`config.mk`:
```
export PLATFORM = sky130hd
export DESIGN_NAME = pcc_sweep
export DESIGN_NICKNAME = d
export VERILOG_FILES = /design/src/hdl/pcc_pkg.sv /design/src/hdl/pcc_sweep.sv
export SDC_FILE = /design/constraint.sdc
export NUM_CORES = 1
export LEC_CHECK = 0
export BUFFER_PORTS_ARGS = -buffer_cell sky130_fd_sc_hd__buf_4
export CORE_MARGIN = 2
export CORE_UTILIZATION = 55
export CTS_CLUSTER_SIZE = 20
export DETAILED_ROUTE_END_ITERATION = 8
export GPL_TIMING_DRIVEN = 1
export PLACE_DENSITY = 0.72
export SETUP_SLACK_MARGIN = 0.02
export SYNTH_ARGS = -nofsm -noshare
export SYNTH_HDL_FRONTEND = slang
export SYNTH_SLANG_ARGS = --single-unit
```
`constraint.sdc`:
```
create_clock -name i_clk -period 5.4 [get_ports i_clk]
set_input_delay 0.54 -clock i_clk [delete_from_list [all_inputs] [get_ports i_clk]]
set_output_delay 0.54 -clock i_clk [all_outputs]
set_load 0.005 [all_outputs]
```
`src/hdl/pcc_pkg.sv`:
```
// ----------------------------------------------------------------------------
// pcc_pkg
// Shared types, field widths, codes and helpers of the pairwise concordance
// pattern counter.
// ----------------------------------------------------------------------------
package pcc_pkg;

    // default sizes
    localparam int DEF_MAX_POINTS = 1024;
    localparam int DEF_MAX_DIMS   = 7;

    // field widths
    localparam int OP_W       = 2;
    localparam int PT_IDX_W   = 10;
    localparam int DIM_IDX_W  = 3;
    localparam int COORD_W    = 32;
    localparam int PAT_IDX_W  = 6;
    localparam int COUNT_W    = 10;
    localparam int POINTS_W   = 11;
    localparam int DIMS_W     = 3;
    localparam int CFG_IDX_W  = 1;
    localparam int CFG_DATA_W = 11;

    localparam logic [COUNT_W-1:0] COUNT_MAX = '1;

    // request opcodes
    localparam logic [OP_W-1:0] OP_LOAD  = 2'd0;
    localparam logic [OP_W-1:0] OP_SWEEP = 2'd1;
    localparam logic [OP_W-1:0] OP_READ  = 2'd2;

    // configuration register indexes
    localparam logic [CFG_IDX_W-1:0] REG_POINTS = 1'd0;
    localparam logic [CFG_IDX_W-1:0] REG_DIMS   = 1'd1;

    // top level control
    typedef enum logic [1:0] {
        T_IDLE,
        T_READ,
        T_SWEEP,
        T_ACK
    } t_top_state;

    // pair sweep sequencer
    typedef enum logic [2:0] {
        S_IDLE,
        S_CLEAR,
        S_LOAD_I,
        S_LOAD_J,
        S_BUMP_I,
        S_BUMP_IJ,
        S_BUMP_J,
        S_DONE
    } t_swp_state;

    // sweep engine status toward the top level
    typedef struct packed {
        logic busy;
        logic done;
    } t_swp_stat;

    // dimension count in effect: zero acts as one, large values saturate
    function automatic logic [DIMS_W-1:0] eff_dims(input logic [DIMS_W-1:0] dims,
                                                   input int max_dims);
        if (dims == '0)
            return DIMS_W'(1);
        if (32'(dims) > max_dims)
            return DIMS_W'(max_dims);
        return dims;
    endfunction

endpackage

```
`src/hdl/pcc_sweep.sv`:
```
// ----------------------------------------------------------------------------
// pcc_sweep
// Pair sweep engine: clears the pattern count memory, then walks every
// pair i < j, builds the concordance pattern from the coordinate memory and
// bumps the saturating count of both points by read-modify-write.
// ----------------------------------------------------------------------------
module pcc_sweep
    import pcc_pkg::*;
#(
    parameter int MAX_POINTS = DEF_MAX_POINTS,
    parameter int MAX_DIMS   = DEF_MAX_DIMS
) (
    input  logic                                                i_clk,
    input  logic                                                i_rst_n,
    input  logic                                                i_start,
    input  logic [POINTS_W-1:0]                                 i_points,
    input  logic [DIMS_W-1:0]                                   i_dims,
    output logic                                                o_co_re,
    output logic [$clog2(MAX_POINTS*MAX_DIMS)-1:0]              o_co_raddr,
    input  logic [COORD_W-1:0]                                  i_co_rdata,
    output logic                                                o_ct_we,
    output logic [$clog2(MAX_POINTS*(2**(MAX_DIMS-1)))-1:0]     o_ct_waddr,
    output logic [COUNT_W-1:0]                                  o_ct_wdata,
    output logic                                                o_ct_re,
    output logic [$clog2(MAX_POINTS*(2**(MAX_DIMS-1)))-1:0]     o_ct_raddr,
    input  logic [COUNT_W-1:0]                                  i_ct_rdata,
    output t_swp_stat                                           o_stat
);

    localparam int PT_W      = $clog2(MAX_POINTS);
    localparam int PC_W      = $clog2(MAX_POINTS + 1);
    localparam int PAT_BITS  = MAX_DIMS - 1;
    localparam int CNT_DEPTH = MAX_POINTS * (2 ** PAT_BITS);
    localparam int CNT_AW    = $clog2(CNT_DEPTH);
    localparam int CO_AW     = $clog2(MAX_POINTS * MAX_DIMS);
    localparam int DIX_W     = (MAX_DIMS > 1) ? $clog2(MAX_DIMS) : 1;

    t_swp_state           r_state, n_state;
    logic [CNT_AW-1:0]    r_clr_addr, n_clr_addr;
    logic                 r_after_clr, n_after_clr;
    logic [PC_W-1:0]      r_i, n_i;
    logic [PC_W-1:0]      r_j, n_j;
    logic [DIMS_W-1:0]    r_dim, n_dim;
    logic                 r_below, n_below;
    logic [PAT_IDX_W-1:0] r_pat, n_pat;
    logic [COORD_W-1:0]   r_coord_i [MAX_DIMS];

    logic [PC_W-1:0]      pts_eff;
    logic [DIMS_W-1:0]    dims_eff;
    logic [DIMS_W-1:0]    dix;
    logic signed [COORD_W-1:0] ci;
    logic signed [COORD_W-1:0] cj;
    logic                 hit;
    logic                 ci_we;

    // coordinate memory address of one point and dimension
    function automatic logic [CO_AW-1:0] f_co_addr(input logic [PC_W-1:0] pt,
                                                  input logic [DIMS_W-1:0] dim);
        return CO_AW'(pt[PT_W-1:0]) * CO_AW'(MAX_DIMS) + CO_AW'(dim);
    endfunction

    // count memory address of one point and pattern
    function automatic logic [CNT_AW-1:0] f_ct_addr(input logic [PC_W-1:0] pt,
                                                   input logic [PAT_IDX_W-1:0] pat);
        return (CNT_AW'(pt[PT_W-1:0]) << PAT_BITS) | CNT_AW'(pat);
    endfunction

    // saturating increment
    function automatic logic [COUNT_W-1:0] f_inc(input logic [COUNT_W-1:0] c);
        return (c == COUNT_MAX) ? c : c + COUNT_W'(1);
    endfunction

    // effective sweep size
    always_comb begin
        if (32'(i_points) > MAX_POINTS)
            pts_eff = PC_W'(MAX_POINTS);
        else
            pts_eff = PC_W'(i_points);
        dims_eff = eff_dims(i_dims, MAX_DIMS);
    end

    // coordinate returning from memory belongs to the dimension issued last cycle
    assign dix = r_dim - DIMS_W'(1);
    assign ci  = $signed(r_coord_i[dix[DIX_W-1:0]]);
    assign cj  = $signed(i_co_rdata);
    assign hit = r_below ? (ci < cj) : (ci > cj);

    // next state and memory controls
    always_comb begin
        n_state     = r_state;
        n_clr_addr  = r_clr_addr;
        n_after_clr = r_after_clr;
        n_i         = r_i;
        n_j         = r_j;
        n_dim       = r_dim;
        n_below     = r_below;
        n_pat       = r_pat;
        ci_we       = 1'b0;
        o_co_re     = 1'b0;
        o_co_raddr  = f_co_addr(r_i, r_dim);
        o_ct_we     = 1'b0;
        o_ct_waddr  = f_ct_addr(r_i, r_pat);
        o_ct_wdata  = f_inc(i_ct_rdata);
        o_ct_re     = 1'b0;
        o_ct_raddr  = f_ct_addr(r_i, r_pat);
        o_stat.busy = (r_state != S_IDLE);
        o_stat.done = 1'b0;

        case (r_state)
            S_IDLE: begin
                if (i_start) begin
                    n_clr_addr  = '0;
                    n_after_clr = 1'b1;
                    n_state     = S_CLEAR;
                end
            end

            // one count entry zeroed per cycle
            S_CLEAR: begin
                o_ct_we    = 1'b1;
                o_ct_waddr = r_clr_addr;
                o_ct_wdata = '0;
                if (r_clr_addr == CNT_AW'(CNT_DEPTH - 1)) begin
                    if (!r_after_clr) begin
                        n_state = S_IDLE;
                    end else if (pts_eff < PC_W'(2)) begin
                        n_state = S_DONE;
                    end else begin
                        n_i     = '0;
                        n_dim   = '0;
                        n_state = S_LOAD_I;
                    end
                end else begin
                    n_clr_addr = r_clr_addr + CNT_AW'(1);
                end
            end

            // fetch the coordinates of point i into registers
            S_LOAD_I: begin
                o_co_re    = (r_dim < dims_eff);
                o_co_raddr = f_co_addr(r_i, r_dim);
                ci_we      = (r_dim != '0);
                if (r_dim == dims_eff) begin
                    n_j     = r_i + PC_W'(1);
                    n_dim   = '0;
                    n_pat   = '0;
                    n_state = S_LOAD_J;
                end else begin
                    n_dim = r_dim + DIMS_W'(1);
                end
            end

            // stream the coordinates of point j and build the pattern
            S_LOAD_J: begin
                o_co_re    = (r_dim < dims_eff);
                o_co_raddr = f_co_addr(r_j, r_dim);
                if (r_dim != '0) begin
                    if (dix == '0)
                        n_below = ($signed(r_coord_i[0]) < cj);
                    else
                        n_pat = r_pat | (PAT_IDX_W'(hit) << (dix - DIMS_W'(1)));
                end
                if (r_dim == dims_eff)
                    n_state = S_BUMP_I;
                else
                    n_dim = r_dim + DIMS_W'(1);
            end

            // read count of point i
            S_BUMP_I: begin
                o_ct_re    = 1'b1;
                o_ct_raddr = f_ct_addr(r_i, r_pat);
                n_state    = S_BUMP_IJ;
            end

            // write back point i, read count of point j
            S_BUMP_IJ: begin
                o_ct_we    = 1'b1;
                o_ct_waddr = f_ct_addr(r_i, r_pat);
                o_ct_re    = 1'b1;
                o_ct_raddr = f_ct_addr(r_j, r_pat);
                n_state    = S_BUMP_J;
            end

            // write back point j and step to the next pair
            S_BUMP_J: begin
                o_ct_we    = 1'b1;
                o_ct_waddr = f_ct_addr(r_j, r_pat);
                n_dim      = '0;
                n_pat      = '0;
                if (r_j + PC_W'(1) < pts_eff) begin
                    n_j     = r_j + PC_W'(1);
                    n_state = S_LOAD_J;
                end else if (r_i + PC_W'(2) < pts_eff) begin
                    n_i     = r_i + PC_W'(1);
                    n_state = S_LOAD_I;
                end else begin
                    n_state = S_DONE;
                end
            end

            S_DONE: begin
                o_stat.done = 1'b1;
                n_state     = S_IDLE;
            end

            default: begin
                n_state = S_IDLE;
            end
        endcase
    end

    // control registers; reset starts a clearing pass
    always_ff @(posedge i_clk) begin
        if (!i_rst_n) begin
            r_state     <= S_CLEAR;
            r_clr_addr  <= '0;
            r_after_clr <= 1'b0;
        end else begin
            r_state     <= n_state;
            r_clr_addr  <= n_clr_addr;
            r_after_clr <= n_after_clr;
        end
    end

    // sweep indexes and pattern build
    always_ff @(posedge i_clk) begin
        r_i     <= n_i;
        r_j     <= n_j;
        r_dim   <= n_dim;
        r_below <= n_below;
        r_pat   <= n_pat;
        if (ci_we)
            r_coord_i[dix[DIX_W-1:0]] <= i_co_rdata;
    end

endmodule

```
==> results by group, run 1 <==
Clocking
  – Clock Tree Buf Depth: 3
  – Root Driver: clkbuf_16
  – # H-tree levels: 1
  – Clk sink count: between 200 and 300
  – Post-CTS setup buffer count: 0
  – Cts hold-fix bufs: 0
  – Skew-Pair Late Insertion Delay: about 0.56 ns
  – CTS resizes: 0
  – CTS tree: built
  – Clock buffer count from CTS: 29
  – Clock slew at reported path FFs: 0.06 ns

Detailed routing
  – Metal1 wirelength: 17.33 mm
  – Starting DRT DRC Count: approximately 1.0k
  – Routed wire length: between 30 and 40 mm
  – Pre-Repair DR Iteration Count: 5
  – Vias/cell: 5.944
  – Met2 WL: 18.05 mm
  – Drt wl/cell: 20.00 um
  – Final ANT Viol Nets: 0
  – DR DRC count: 0
  – DR top layer: met4
  – Met3 wire len: 2.420 mm
  – DR vias: 11.51k

Setup path
  – CP endpoint kind: output pin
  – CP Cell Sequence: fa_1 > fa_1 > fa_1 > a21o_1 > a21oi_1 > o21ai_0 > o41ai_1 > o21ai_0 > xor2_1 > nand2_1 > o21ai_0 > buf_4
  – Max stage delay on crit path: 0.63 ns
  – Worst-path fanout max: 8
  – RR Startpoint: r_dim[1]
  – Worst Path Class, Setup: flip-flop to output pin
  – CP required: a little under 5 ns
  – Critical Path Start: r_j[2]
  – Critical-path top delay cell: edfxtp_1
  – Critical path arrival: about 4.4 ns
  – Launching element type of the critical path: flip-flop

Die
  – IO Pins: ~120
  – Die X-Extent: between 150 and 200 um
  – Starting Density: 0.5580
  – Die Ht: around 170 um
  – Die Footprint: approximately 30000 um2
  – Core ar.: between 20000 and 30000 um2
  – Core Rows: 62

STA
  – Setup TNS: 0 ns
  – Fin crit share: 0.9196
  – Final hold slack: between 0.2 and 0.25 ns
  – RSZ-0062 raised after global routing: no
  – Max Slew Vio Count: 0
  – Worst Max-Slew Pin Slew: around 1.1 ns
  – Clock Skew: 0.007249 ns
  – Setup WS post-layout: about 0.43 ns
  – Fmax: 0.2014 GHz
  – # setup viols final: 0
  – Final hold violation count: 0
  – Relative slew slack: 0.2478
  – Min Tclk post-route: between 4 and 5 ns

Synth
  – Mapped Nets: 1656
  – Synthesized area per cell: 11.26 um2
  – EDFF count, synth: between 200 and 300
  – Mapped Area: around 16000 um2
  – Netlist cell types: 71
  – Mapped Cells: between 1k and 1.5k
  – Register bit total from synthesis: ~280
  – Most used DFF post-synth: edfxtp_1
  – Register area share after synthesis: 0.5063
  – Asr flop ratio synth: 0
  – Synthesis Warnings: 0

Pwr
  – Combinational power share: 0.158
  – Maximum ir drop on the vdd rail: between 0.2 and 0.3 mV
  – Pwr Total: between 5 and 6 mW
  – Clock Power Share: 0.369
  – Sw frac: 0.2589
  – Seq pwr share: 0.472
  – PwrDens: 275.6 nW/um2
  – Sw Pwr: about 1.3 mW
  – Internal: 3.724 mW
  – Leakage: 7.233 nW

Layout
  – Fill cells: 2284
  – Share of layout cells above drive strength 1: 0.1501
  – Post-layout instance area: approximately 18000 um2
  – P&R area growth vs syn: 14.15%
  – Final nets: 1769
  – Post-layout util: 0.6369
  – Inserted Diodes: 0
  – Non-filler cells, final: 1936

Worst hold path
  – Hold crit path type: input port to flip-flop
  – Min-delay src: i_co_rdata[12]

GRT
  – Global Route Usage Sum: 0.2562
  – Largest net degree at the start of global routing: 97
  – Initial antenna violation count: 0
  – Vias in the first global route: about 11k
  – Grt total ovfl: 0
  – First-pass GRT wire length: roughly 60 mm

Placement
  – Pre-CTS setup slack: 0.7930 ns
  – Number of buffers added on ports: roughly 120
  – Post-DP Area: about 17000 um2
  – Placer Congestion: ~0.9
  – Hpwl dp: roughly 27 mm
  – Placed cell count: about 1.9k

Status
  – Status: complete, no violations

Run
  – Max-cap violations: 0
-- sequential cells by signal, summed over array words and instances (netlist names) --
name,flops
r_coord_i,224
r_clr_addr,16
r_i,11
r_j,11
r_pat,6
r_dim,3
r_state,3
r_after_clr,1
r_below,1
-- cells in the final DEF, fill, tap and decap left out, types with 29 or more instances in the layout --
cell type / netlist / routed
clkbuf_16: 0 / 29
nand3_1: 51 / 51
ha_1: 156 / 155
o21ai_0: 62 / 62
buf_4: 0 / 135
nor2_1: 95 / 88
a21oi_1: 122 / 122
xnor2_1: 31 / 31
xor2_1: 34 / 33
inv_1: 56 / 55
edfxtp_1: 256 / 256
nand2_1: 188 / 188
-- power groups by stage --
| stage | Sequential, mW | Clock, mW | Combinational, mW |
|---|---|---|---|
| 2_1_floorplan | 2.41 | 0 | 0.493 |
| 3_5_place_dp | 2.42 | 0 | 0.790 |
| 6_report | 2.37 | 1.86 | 0.796 |
| 3_3_place_gp | 2.42 | 0 | 0.773 |
| 5_1_grt | 2.37 | 1.97 | 0.889 |
| 4_1_cts | 2.37 | 1.88 | 0.795 |
-- synthesized netlist by cell type, types with 5 or more instances --
master	number	area, um2
edfxtp_1	256	7687
nor2b_1	13	81.33
mux2_2	11	123.9
and2_1	6	37.54
a31oi_1	13	81.33
inv_1	56	210.2
nand3_1	51	255.2
xor2_1	34	297.8
mux2i_1	23	230.2
clkbuf_1	35	131.4
fa_1	22	440.4
nand4_1	23	143.9
nand2_1	188	705.7
nor3_1	18	90.09
and3_1	16	100.1
o21ai_0	62	310.3
a22oi_1	12	90.09
ha_1	156	1952
o211ai_1	10	75.07
nor2_1	95	356.6
a21oi_1	122	610.6
a211o_1	5	43.79
buf_2	11	55.05
a211oi_1	8	60.06
xnor2_1	31	271.5
mux4_2	11	247.7
a21o_1	20	150.1
a31o_2	6	52.55
o21bai_1	5	37.54
nand2b_1	5	31.28
buf_1	8	30.03
dfxtp_1	20	400.4
-- cell type report --
type                       instances  area (um2)  area share
clock buffer                      33       740.7     0.04063
clock inverter                    18       136.4    0.007480
inverter                          57       214.0     0.01173
multi-input combinational       1031        7520      0.4124
sequential                       276        8088      0.4436
tap                              384       480.5     0.02635
timing repair buffer             137        1054     0.05778
-- per-layer routing --
layer  GRT usage  vias to the layer above
li1            -                     5446
met2      0.4072                      360
met5           0                        -
met3     0.03543                       72
met1      0.3719                     5629
met4     0.06793                        0
-- worst paths after layout --
path                      end  slack, ns  depth (start not counted)
min reg2reg     r_clr_addr[1]       0.51                          2
max reg2reg          r_pat[4]       0.76                         15
max            o_co_raddr[11]       0.43                         12
min          r_coord_i[6][12]       0.21                          1
-- cell families (layout without fill, tap and decap cells) --
family | count (synthesis) | in the layout | synth area share
DFF | 276 | 276 | 0.5063
xor gates and xnor gates | 65 | 65 | 0.03564
adders and majority gates | 178 | 178 | 0.1498
AOI/OAI and AO/OA | 301 | 301 | 0.1152
buffers and inverters | 112 | 245 | 0.02726
and+or+nand+nor | 442 | 442 | 0.1281
muxes | 45 | 45 | 0.03768
-- critical path: cells and delay by family, from the launching register on --
kind	cells	cell delay, ns
adder cells (fa/ha/maj)	3	1.48
flip-flops	1	0.63
buffers and inverters	1	0.17
XOR/XNOR	1	0.17
AND/OR/NAND/NOR	1	0.07
AO/OA/AOI/OAI	6	1.34
Note: power is estimated with default switching activity, not from simulation.
==> run 2: changes to the inputs <==
--- a/config.mk
+++ b/config.mk
@@ -7,11 +7,11 @@
 export LEC_CHECK = 0
 export BUFFER_PORTS_ARGS = -buffer_cell sky130_fd_sc_hd__buf_4
 export CORE_MARGIN = 2
-export CORE_UTILIZATION = 55
+export CORE_UTILIZATION = 61
 export CTS_CLUSTER_SIZE = 20
 export DETAILED_ROUTE_END_ITERATION = 8
-export GPL_TIMING_DRIVEN = 1
-export PLACE_DENSITY = 0.72
+export GPL_TIMING_DRIVEN = 0
+export PLACE_DENSITY = 0.79
 export SETUP_SLACK_MARGIN = 0.02
 export SYNTH_ARGS = -nofsm -noshare
 export SYNTH_HDL_FRONTEND = slang
==> run 2 against run 1 <==
  * Register-to-register slack got worse by 0.59 ns
  * Utilization increased by 8.5 points
  * Flip-flop and latch count unchanged
  * Largest cell class unchanged
==> results by group, run 2 (synthesis results as in run 1) <==
Detailed routing
  – Pre-Repair DR Iteration Count: 5 (unchanged)
  – Met3 wire len: 4.262 mm (+76%)
  – Starting DRT DRC Count: 1287 (+27%)
  – Vias/cell: 6.310 (+6.2%)
  – Metal1 wirelength: 16.97 mm (-2.1%)
  – Routed wire length: 43.56 mm (+12%)
  – DR vias: 12.22k (+6.2%)
  – DR top layer: met4
  – Drt wl/cell: 22.50 um (+12%)
  – Met2 WL: 20.75 mm (+15%)
  – Final ANT Viol Nets: 0 (unchanged)
  – DR DRC count: 0 (unchanged)

STA
  – RSZ-0062 raised after global routing: no
  – Final hold slack: 0.2124 ns (-0.002005 ns)
  – Clock Skew: 0.01365 ns (+0.006402 ns)
  – Fin crit share: 0.9688 (+0.04923)
  – Max Slew Vio Count: 0 (unchanged)
  – Final hold violation count: 0 (unchanged)
  – # setup viols final: 0 (unchanged)
  – Worst Max-Slew Pin Slew: 0.8760 ns (-0.2496 ns)
  – Min Tclk post-route: 5.232 ns (+0.2658 ns)
  – Relative slew slack: 0.4160 (+0.1682)
  – Fmax: 0.1911 GHz (-5.1%)

Setup path
  – Reg2Reg Setup Slack: 0.17 ns (-0.59 ns)
  – CP endpoint kind: flip-flop
  – Launching element type of the critical path: flip-flop
  – CP Cell Sequence: buf_8 > inv_1 > clkbuf_4 > buf_6 > ha_1 > buf_2 > clkbuf_2 > and3_1 > a31oi_1 > o21ai_0 > ha_1 > nand4_1 > nor3_4 > and4bb_2 > o22a_1 > o31ai_4 > mux2i_2 > nor3_2 > a32o_1
  – CP required: 5.70 ns (+0.84 ns)
  – Max stage delay on crit path: 0.42 ns (-0.21 ns)
  – Worst-path fanout max: 12 (+4)
  – Worst Path Class, Setup: flip-flop to flip-flop
  – Critical path arrival: 5.54 ns (+1.11 ns)
  – CP dominant cell by count: ha_1
  – Critical-path top delay cell: clkbuf_2

Layout
  – Non-filler cells, final: 1936 (unchanged)
  – Share of layout cells above drive strength 1: 0.1674 (+0.01727)
  – Max FFs per register: 224 (unchanged)
  – Inserted Diodes: 0 (unchanged)
  – Post-layout util: 0.7223 (+0.08535)
  – Post-layout instance area: 18720 um2 (+2.6%)
  – Final nets: 1816 (+2.7%)
  – Most common cell after layout, fill and taps aside: edfxtp_1
  – Most frequent cells in the layout: edfxtp_1 (256), nand2_1 (186), ha_1 (156), buf_4 (123), a21oi_1 (122)
  – P&R area growth vs syn: 17.17%

GRT
  – Initial antenna violation count: 0 (unchanged)
  – Vias in the first global route: 12.11k (+7.1%)
  – Grt total ovfl: 0 (unchanged)
  – Global Route Usage Sum: 0.3123 (+0.05611)
  – First-pass GRT wire length: 66.90 mm (+8.7%)
  – Largest net degree at the start of global routing: 24 (-75%)

Die
  – Die Ht: 165.8 um (-4.9%)
  – Die Footprint: 27490 um2 (-9.6%)
  – Core Rows: 59 (-4.8%)
  – Starting Density: 0.6164 (+0.05844)
  – IO Pins: 119 (unchanged)
  – Core ar.: 25910 um2 (-9.5%)
  – Die X-Extent: 165.8 um (-4.9%)

Status
  – Status: complete, no violations

Clocking
  – Clock buffer count from CTS: 30 (+3.4%)
  – Clk sink count: 276 (unchanged)
  – Skew-Pair Late Insertion Delay: 0.56 ns (about the same)
  – Cts hold-fix bufs: 0 (unchanged)
  – Root Driver: clkbuf_16
  – Clock Tree Buf Depth: 3 (unchanged)
  – # H-tree levels: 1 (unchanged)
  – CTS tree: built
  – Clock slew at reported path FFs: 0.06 ns (about the same)

Pwr
  – Maximum ir drop on the vdd rail: 0.2959 mV (+10%)
  – Leakage: 7.496 nW (+3.6%)
  – PwrDens: 291.8 nW/um2 (+5.9%)
  – Pwr Total: 5.461 mW (+8.7%)

Run
  – Max-cap violations: 0 (unchanged)

Placement
  – Placed cell count: 1881 (-0.21%)
  – Post-DP Area: 17510 um2 (+0.91%)
  – Number of buffers added on ports: 118 (unchanged)
  – Placer Congestion: 0.9442 (+4.2%)
  – Hpwl dp: 30.90 mm (+16%)

Worst hold path
  – Hold crit path type: input port to flip-flop
## run 2: cell types whose count changed in the layout (fill, tap and decap cells not counted), moves of 3 or more
cell,change
buf_1,+4
buf_16,+3
buf_2,+10
buf_4,-12
bufinv_16,+6
clkbuf_1,+17
clkbuf_2,+12
clkbuf_4,+5
clkinv_4,+3
## run 2: final cells by class
class	instances	area, um2
buffer	55	286.5
clock buffer	32	758.2
clock inverter	22	314.1
fill	1787	7196
inverter	57	214.0
multi-input combinational	1031	7565
sequential	276	8088
tap	335	419.2
timing repair buffer	128	1071
## run 2: path summary, 6_finish.rpt
kind,startpoint,to,cells past startpoint
min reg2reg,r_clr_addr[1],r_clr_addr[1],2
min,i_co_rdata[19],r_coord_i[2][19],1
max reg2reg,r_dim[0],r_pat[5],19
max,r_dim[0],r_pat[5],19
## run 2: repair_timing
action                                  in CTS  in global routing
setup buffers                                1                  0
gates resized for setup                     34                 16
pin swaps                                    1                  3
endpoints found under the setup margin      24                  6
endpoints found under the hold margin        0                  0
## run 2: critical path, delay by kind of cell, from the launching register on
| family | cells | cell delay [ns] |
|---|---|---|
| flip-flops | 1 | 0.40 |
| multiplexers | 1 | 0.30 |
| AND/OR/NAND/NOR | 5 | 0.80 |
| AO/OA/AOI/OAI | 5 | 1.25 |
| buffers and inverters | 6 | 1.53 |
| adder cells (fa/ha/maj) | 2 | 0.66 |
## run 2: metrics by stage
stage | setup WS [ns] | setup TNS [ns]
2_1_floorplan | 0.5485 | 0
3_3_place_gp | -1.641 | -304.99
3_5_place_dp | -1.515 | -9.108
4_1_cts | 0.1104 | 0
5_1_grt | 0.01670 | 0
6_report | 0.1685 | 0
## run 2: metal layers
metal  up-vias  GRT usage
li1       5559          -
met1      5883     0.4154
met2       655     0.5170
met3       120    0.06030
met4         0     0.1112
met5         -          0
## run 2: where the power goes
part,leakage [nW],internal (mW),total [mW],switching (mW)
sequential,2.49,2.34,2.37,0.0243
combinational,4.48,0.357,0.874,0.516
clock,0.523,1.35,2.22,0.864
total,7.50,4.06,5.46,1.40
==> run 3: changes to the inputs <==
--- a/config.mk
+++ b/config.mk
@@ -6,12 +6,14 @@
 export NUM_CORES = 1
 export LEC_CHECK = 0
 export BUFFER_PORTS_ARGS = -buffer_cell sky130_fd_sc_hd__buf_4
+export CORE_ASPECT_RATIO = 1.1
 export CORE_MARGIN = 2
-export CORE_UTILIZATION = 61
+export CORE_UTILIZATION = 63
+export CTS_BUF_LIST = sky130_fd_sc_hd__clkbuf_4 sky130_fd_sc_hd__clkbuf_8
 export CTS_CLUSTER_SIZE = 20
 export DETAILED_ROUTE_END_ITERATION = 8
 export GPL_TIMING_DRIVEN = 0
-export PLACE_DENSITY = 0.79
+export PLACE_DENSITY = 0.81
 export SETUP_SLACK_MARGIN = 0.02
 export SYNTH_ARGS = -nofsm -noshare
 export SYNTH_HDL_FRONTEND = slang
==> run 3 against run 2 <==
  * Flip-flop and latch count unchanged
  * Clock skew up 0.017 ns
  * Combinational power down 0.7%
  * Final cell count up 0.21%
  * Largest power group unchanged
==> results by group, run 3 (synthesis results as in run 1) <==
Status
  – Status: complete, no violations

Clocking
  – Clock buffer count from CTS: 44 (+47%)
  – Clock Tree Buf Depth: 3 (unchanged)
  – Root Driver: clkbuf_8
  – Cts hold-fix bufs: 0 (unchanged)
  – Clk sink count: 276 (unchanged)
  – # H-tree levels: 2 (+1)
  – Skew-Pair Late Insertion Delay: 0.58 ns (+0.02 ns)
  – CTS tree: built
  – Clock slew at reported path FFs: 0.07 ns (about the same)

Worst hold path
  – WHS Endpoint: r_coord_i[2][9]
  – Min-Delay Path Depth: 1 (unchanged)
  – Min-delay src: i_co_rdata[9]
  – Hold crit path type: input port to flip-flop

Detailed routing
  – Routed wire length: 44.17 mm (+1.4%)
  – Final ANT Viol Nets: 0 (unchanged)
  – Vias/cell: 6.259 (-0.82%)
  – DR DRC count: 0 (unchanged)
  – Drt wl/cell: 22.77 um (+1.2%)
  – Pre-Repair DR Iteration Count: 5 (unchanged)
  – DR vias: 12.14k (-0.61%)
  – Starting DRT DRC Count: 990 (-23%)

Setup path
  – Critical path arrival: 5.64 ns (+0.10 ns)
  – Cell count of the worst reg-to-reg path: 19 (unchanged)
  – Critical-path top delay cell: edfxtp_1
  – CP required: 5.72 ns (+0.02 ns)
  – Launching element type of the critical path: flip-flop
  – Max stage delay on crit path: 0.49 ns (+0.07 ns)
  – Reg2reg end: r_pat[4]
  – CP endpoint kind: flip-flop
  – Worst path top cell family by delay: buffers and inverters
  – Worst-path fanout max: 12 (unchanged)
  – Worst Path Class, Setup: flip-flop to flip-flop
  – Reg2Reg Setup Slack: 0.08 ns (-0.09 ns)
  – Buffers plus inverters on the worst setup path: 7 (+1)
  – CP Cell Sequence: buf_12 > inv_1 > clkbuf_4 > buf_6 > ha_1 > buf_2 > clkbuf_2 > clkbuf_2 > a21oi_1 > o21ai_0 > ha_1 > and3_1 > nand4_2 > and4bb_1 > o22a_1 > o31ai_4 > mux2i_4 > nor3_2 > a32o_1
  – RR Startpoint: r_dim[0]

STA
  – Final hold violation count: 0 (unchanged)
  – Relative slew slack: 0.4991 (+0.08316)
  – Setup TNS: 0 ns (unchanged)
  – Worst Max-Slew Pin Slew: 0.7472 ns (-0.1288 ns)
  – Fmax: 0.1881 GHz (-1.6%)
  – Min Tclk post-route: 5.317 ns (+0.08506 ns)
  – Clock Skew: 0.03078 ns (+0.01713 ns)
  – Final hold slack: 0.1919 ns (-0.02056 ns)
  – Max Slew Vio Count: 0 (unchanged)
  – RSZ-0062 raised after global routing: no
  – Fin crit share: 0.9846 (+0.01575)
  – Setup WS post-layout: 0.08342 ns (-0.08506 ns)
  – # setup viols final: 0 (unchanged)

Placement
  – Pre-CTS setup slack: -1.437 ns (+0.07732 ns)
  – Hpwl dp: 32.46 mm (+5.1%)
  – Number of buffers added on ports: 118 (unchanged)
  – Placer Congestion: 0.9767 (+3.4%)

Pwr
  – Pwr Total: 4.992 mW (-8.6%)
  – Maximum ir drop on the vdd rail: 0.3067 mV (+3.7%)
  – PwrDens: 269.6 nW/um2 (-7.6%)
  – Leakage: 7.440 nW (-0.74%)

Layout
  – Most common cell after layout, fill and taps aside: edfxtp_1
  – Final nets: 1832 (+0.88%)
  – Share of layout cells above drive strength 1: 0.1797 (+0.01230)
  – P&R area growth vs syn: 15.89%
  – Max FFs per register: 224 (unchanged)
  – Most frequent cells in the layout: edfxtp_1 (256), nand2_1 (187), ha_1 (155), buf_4 (126), a21oi_1 (122)
  – Inserted Diodes: 0 (unchanged)

Die
  – Die X-Extent: 155.8 um (-6.0%)
  – Core ar.: 25110 um2 (-3.1%)
  – Core Rows: 61 (+3.4%)
  – Die Ht: 171 um (+3.1%)
  – IO Pins: 119 (unchanged)
  – Die Footprint: 26650 um2 (-3.1%)
  – Starting Density: 0.6361 (+0.01966)

GRT
  – First-pass GRT wire length: 66.17 mm (-1.1%)
  – Grt total ovfl: 0 (unchanged)
  – Global Route Usage Sum: 0.3295 (+0.01719)
  – Vias in the first global route: 12.11k (unchanged)
  – Initial antenna violation count: 0 (unchanged)
  – Largest net degree at the start of global routing: 21 (-13%)

Run
  – Max-cap violations: 0 (unchanged)
run 3: changes by cell type in the layout (fill, tap and decap cells not counted), moves of 2 or more:
cell       delta
buf_16        +2
clkinv_4      -4
clkbuf_1      -3
clkbuf_16    -30
clkbuf_4      +9
buf_4         +3
clkinv_1      +3
clkbuf_8     +45
clkinv_2      +3
bufinv_16     -6
clkbuf_2      +2
run 3: cell type report:
cell class              instances  area [um2]
inverters                      57       214.0
well taps                     315       394.1
plain buffers                  55       294.0
clock inverters                19       141.4
clock buffers                  57       709.4
fillers                      1753        6599
flip-flops and latches        276        8088
multi-input cells            1031        7570
repair buffers                130        1101
run 3: per-layer routing:
layer	routed length, um	up-vias	global-route usage
met1	16020	5801	0.3816
met2	22570	600	0.5929
met3	3238	156	0.05015
met5	0	-	0
met4	2346	0	0.1707
li1	-	5585	-
run 3: how the worst max path moves through the flow:
stage	start	to	cells after the start
global route	r_dim[0]	r_pat[4]	22
CTS	r_dim[0]	r_pat[4]	22
detailed placement	r_dim[0]	r_pat[4]	19
floorplan	r_dim[0]	r_pat[4]	19
global placement	r_dim[0]	r_coord_i[5][13]	10
finish	r_dim[0]	r_pat[4]	19
run 3: worst reg2reg max path, delay by kind of cell, from the launching register on:
family | cells | cell delay, ns
compound gates | 5 | 1.08
fa+ha+maj | 2 | 0.70
buf+inv | 7 | 1.81
flops | 1 | 0.49
mux | 1 | 0.35
simple gates | 4 | 0.64
run 3: where the power goes:
part	internal [mW]	switching (mW)	leakage (nW)
registers	2.35	0.0244	2.49
clock network	0.916	0.838	0.452
logic	0.361	0.507	4.50
run 3: repair_timing:
action                     in CTS  in global routing
setup endpoints to repair      64                  6
setup buffers                   1                  2
pin swaps                       0                  1
resized for setup              35                 18
run 3: metrics by stage:
stage | util | instances | area (um2)
after floorplan | - | 1419 | 15970
after global placement | 0.6871 | 1852 | 17250
after detailed placement | 0.6970 | 1861 | 17500
after CTS | 0.7345 | 1938 | 18440
after global routing | 0.7372 | 1940 | 18510
final | 0.7372 | 1940 | 18510
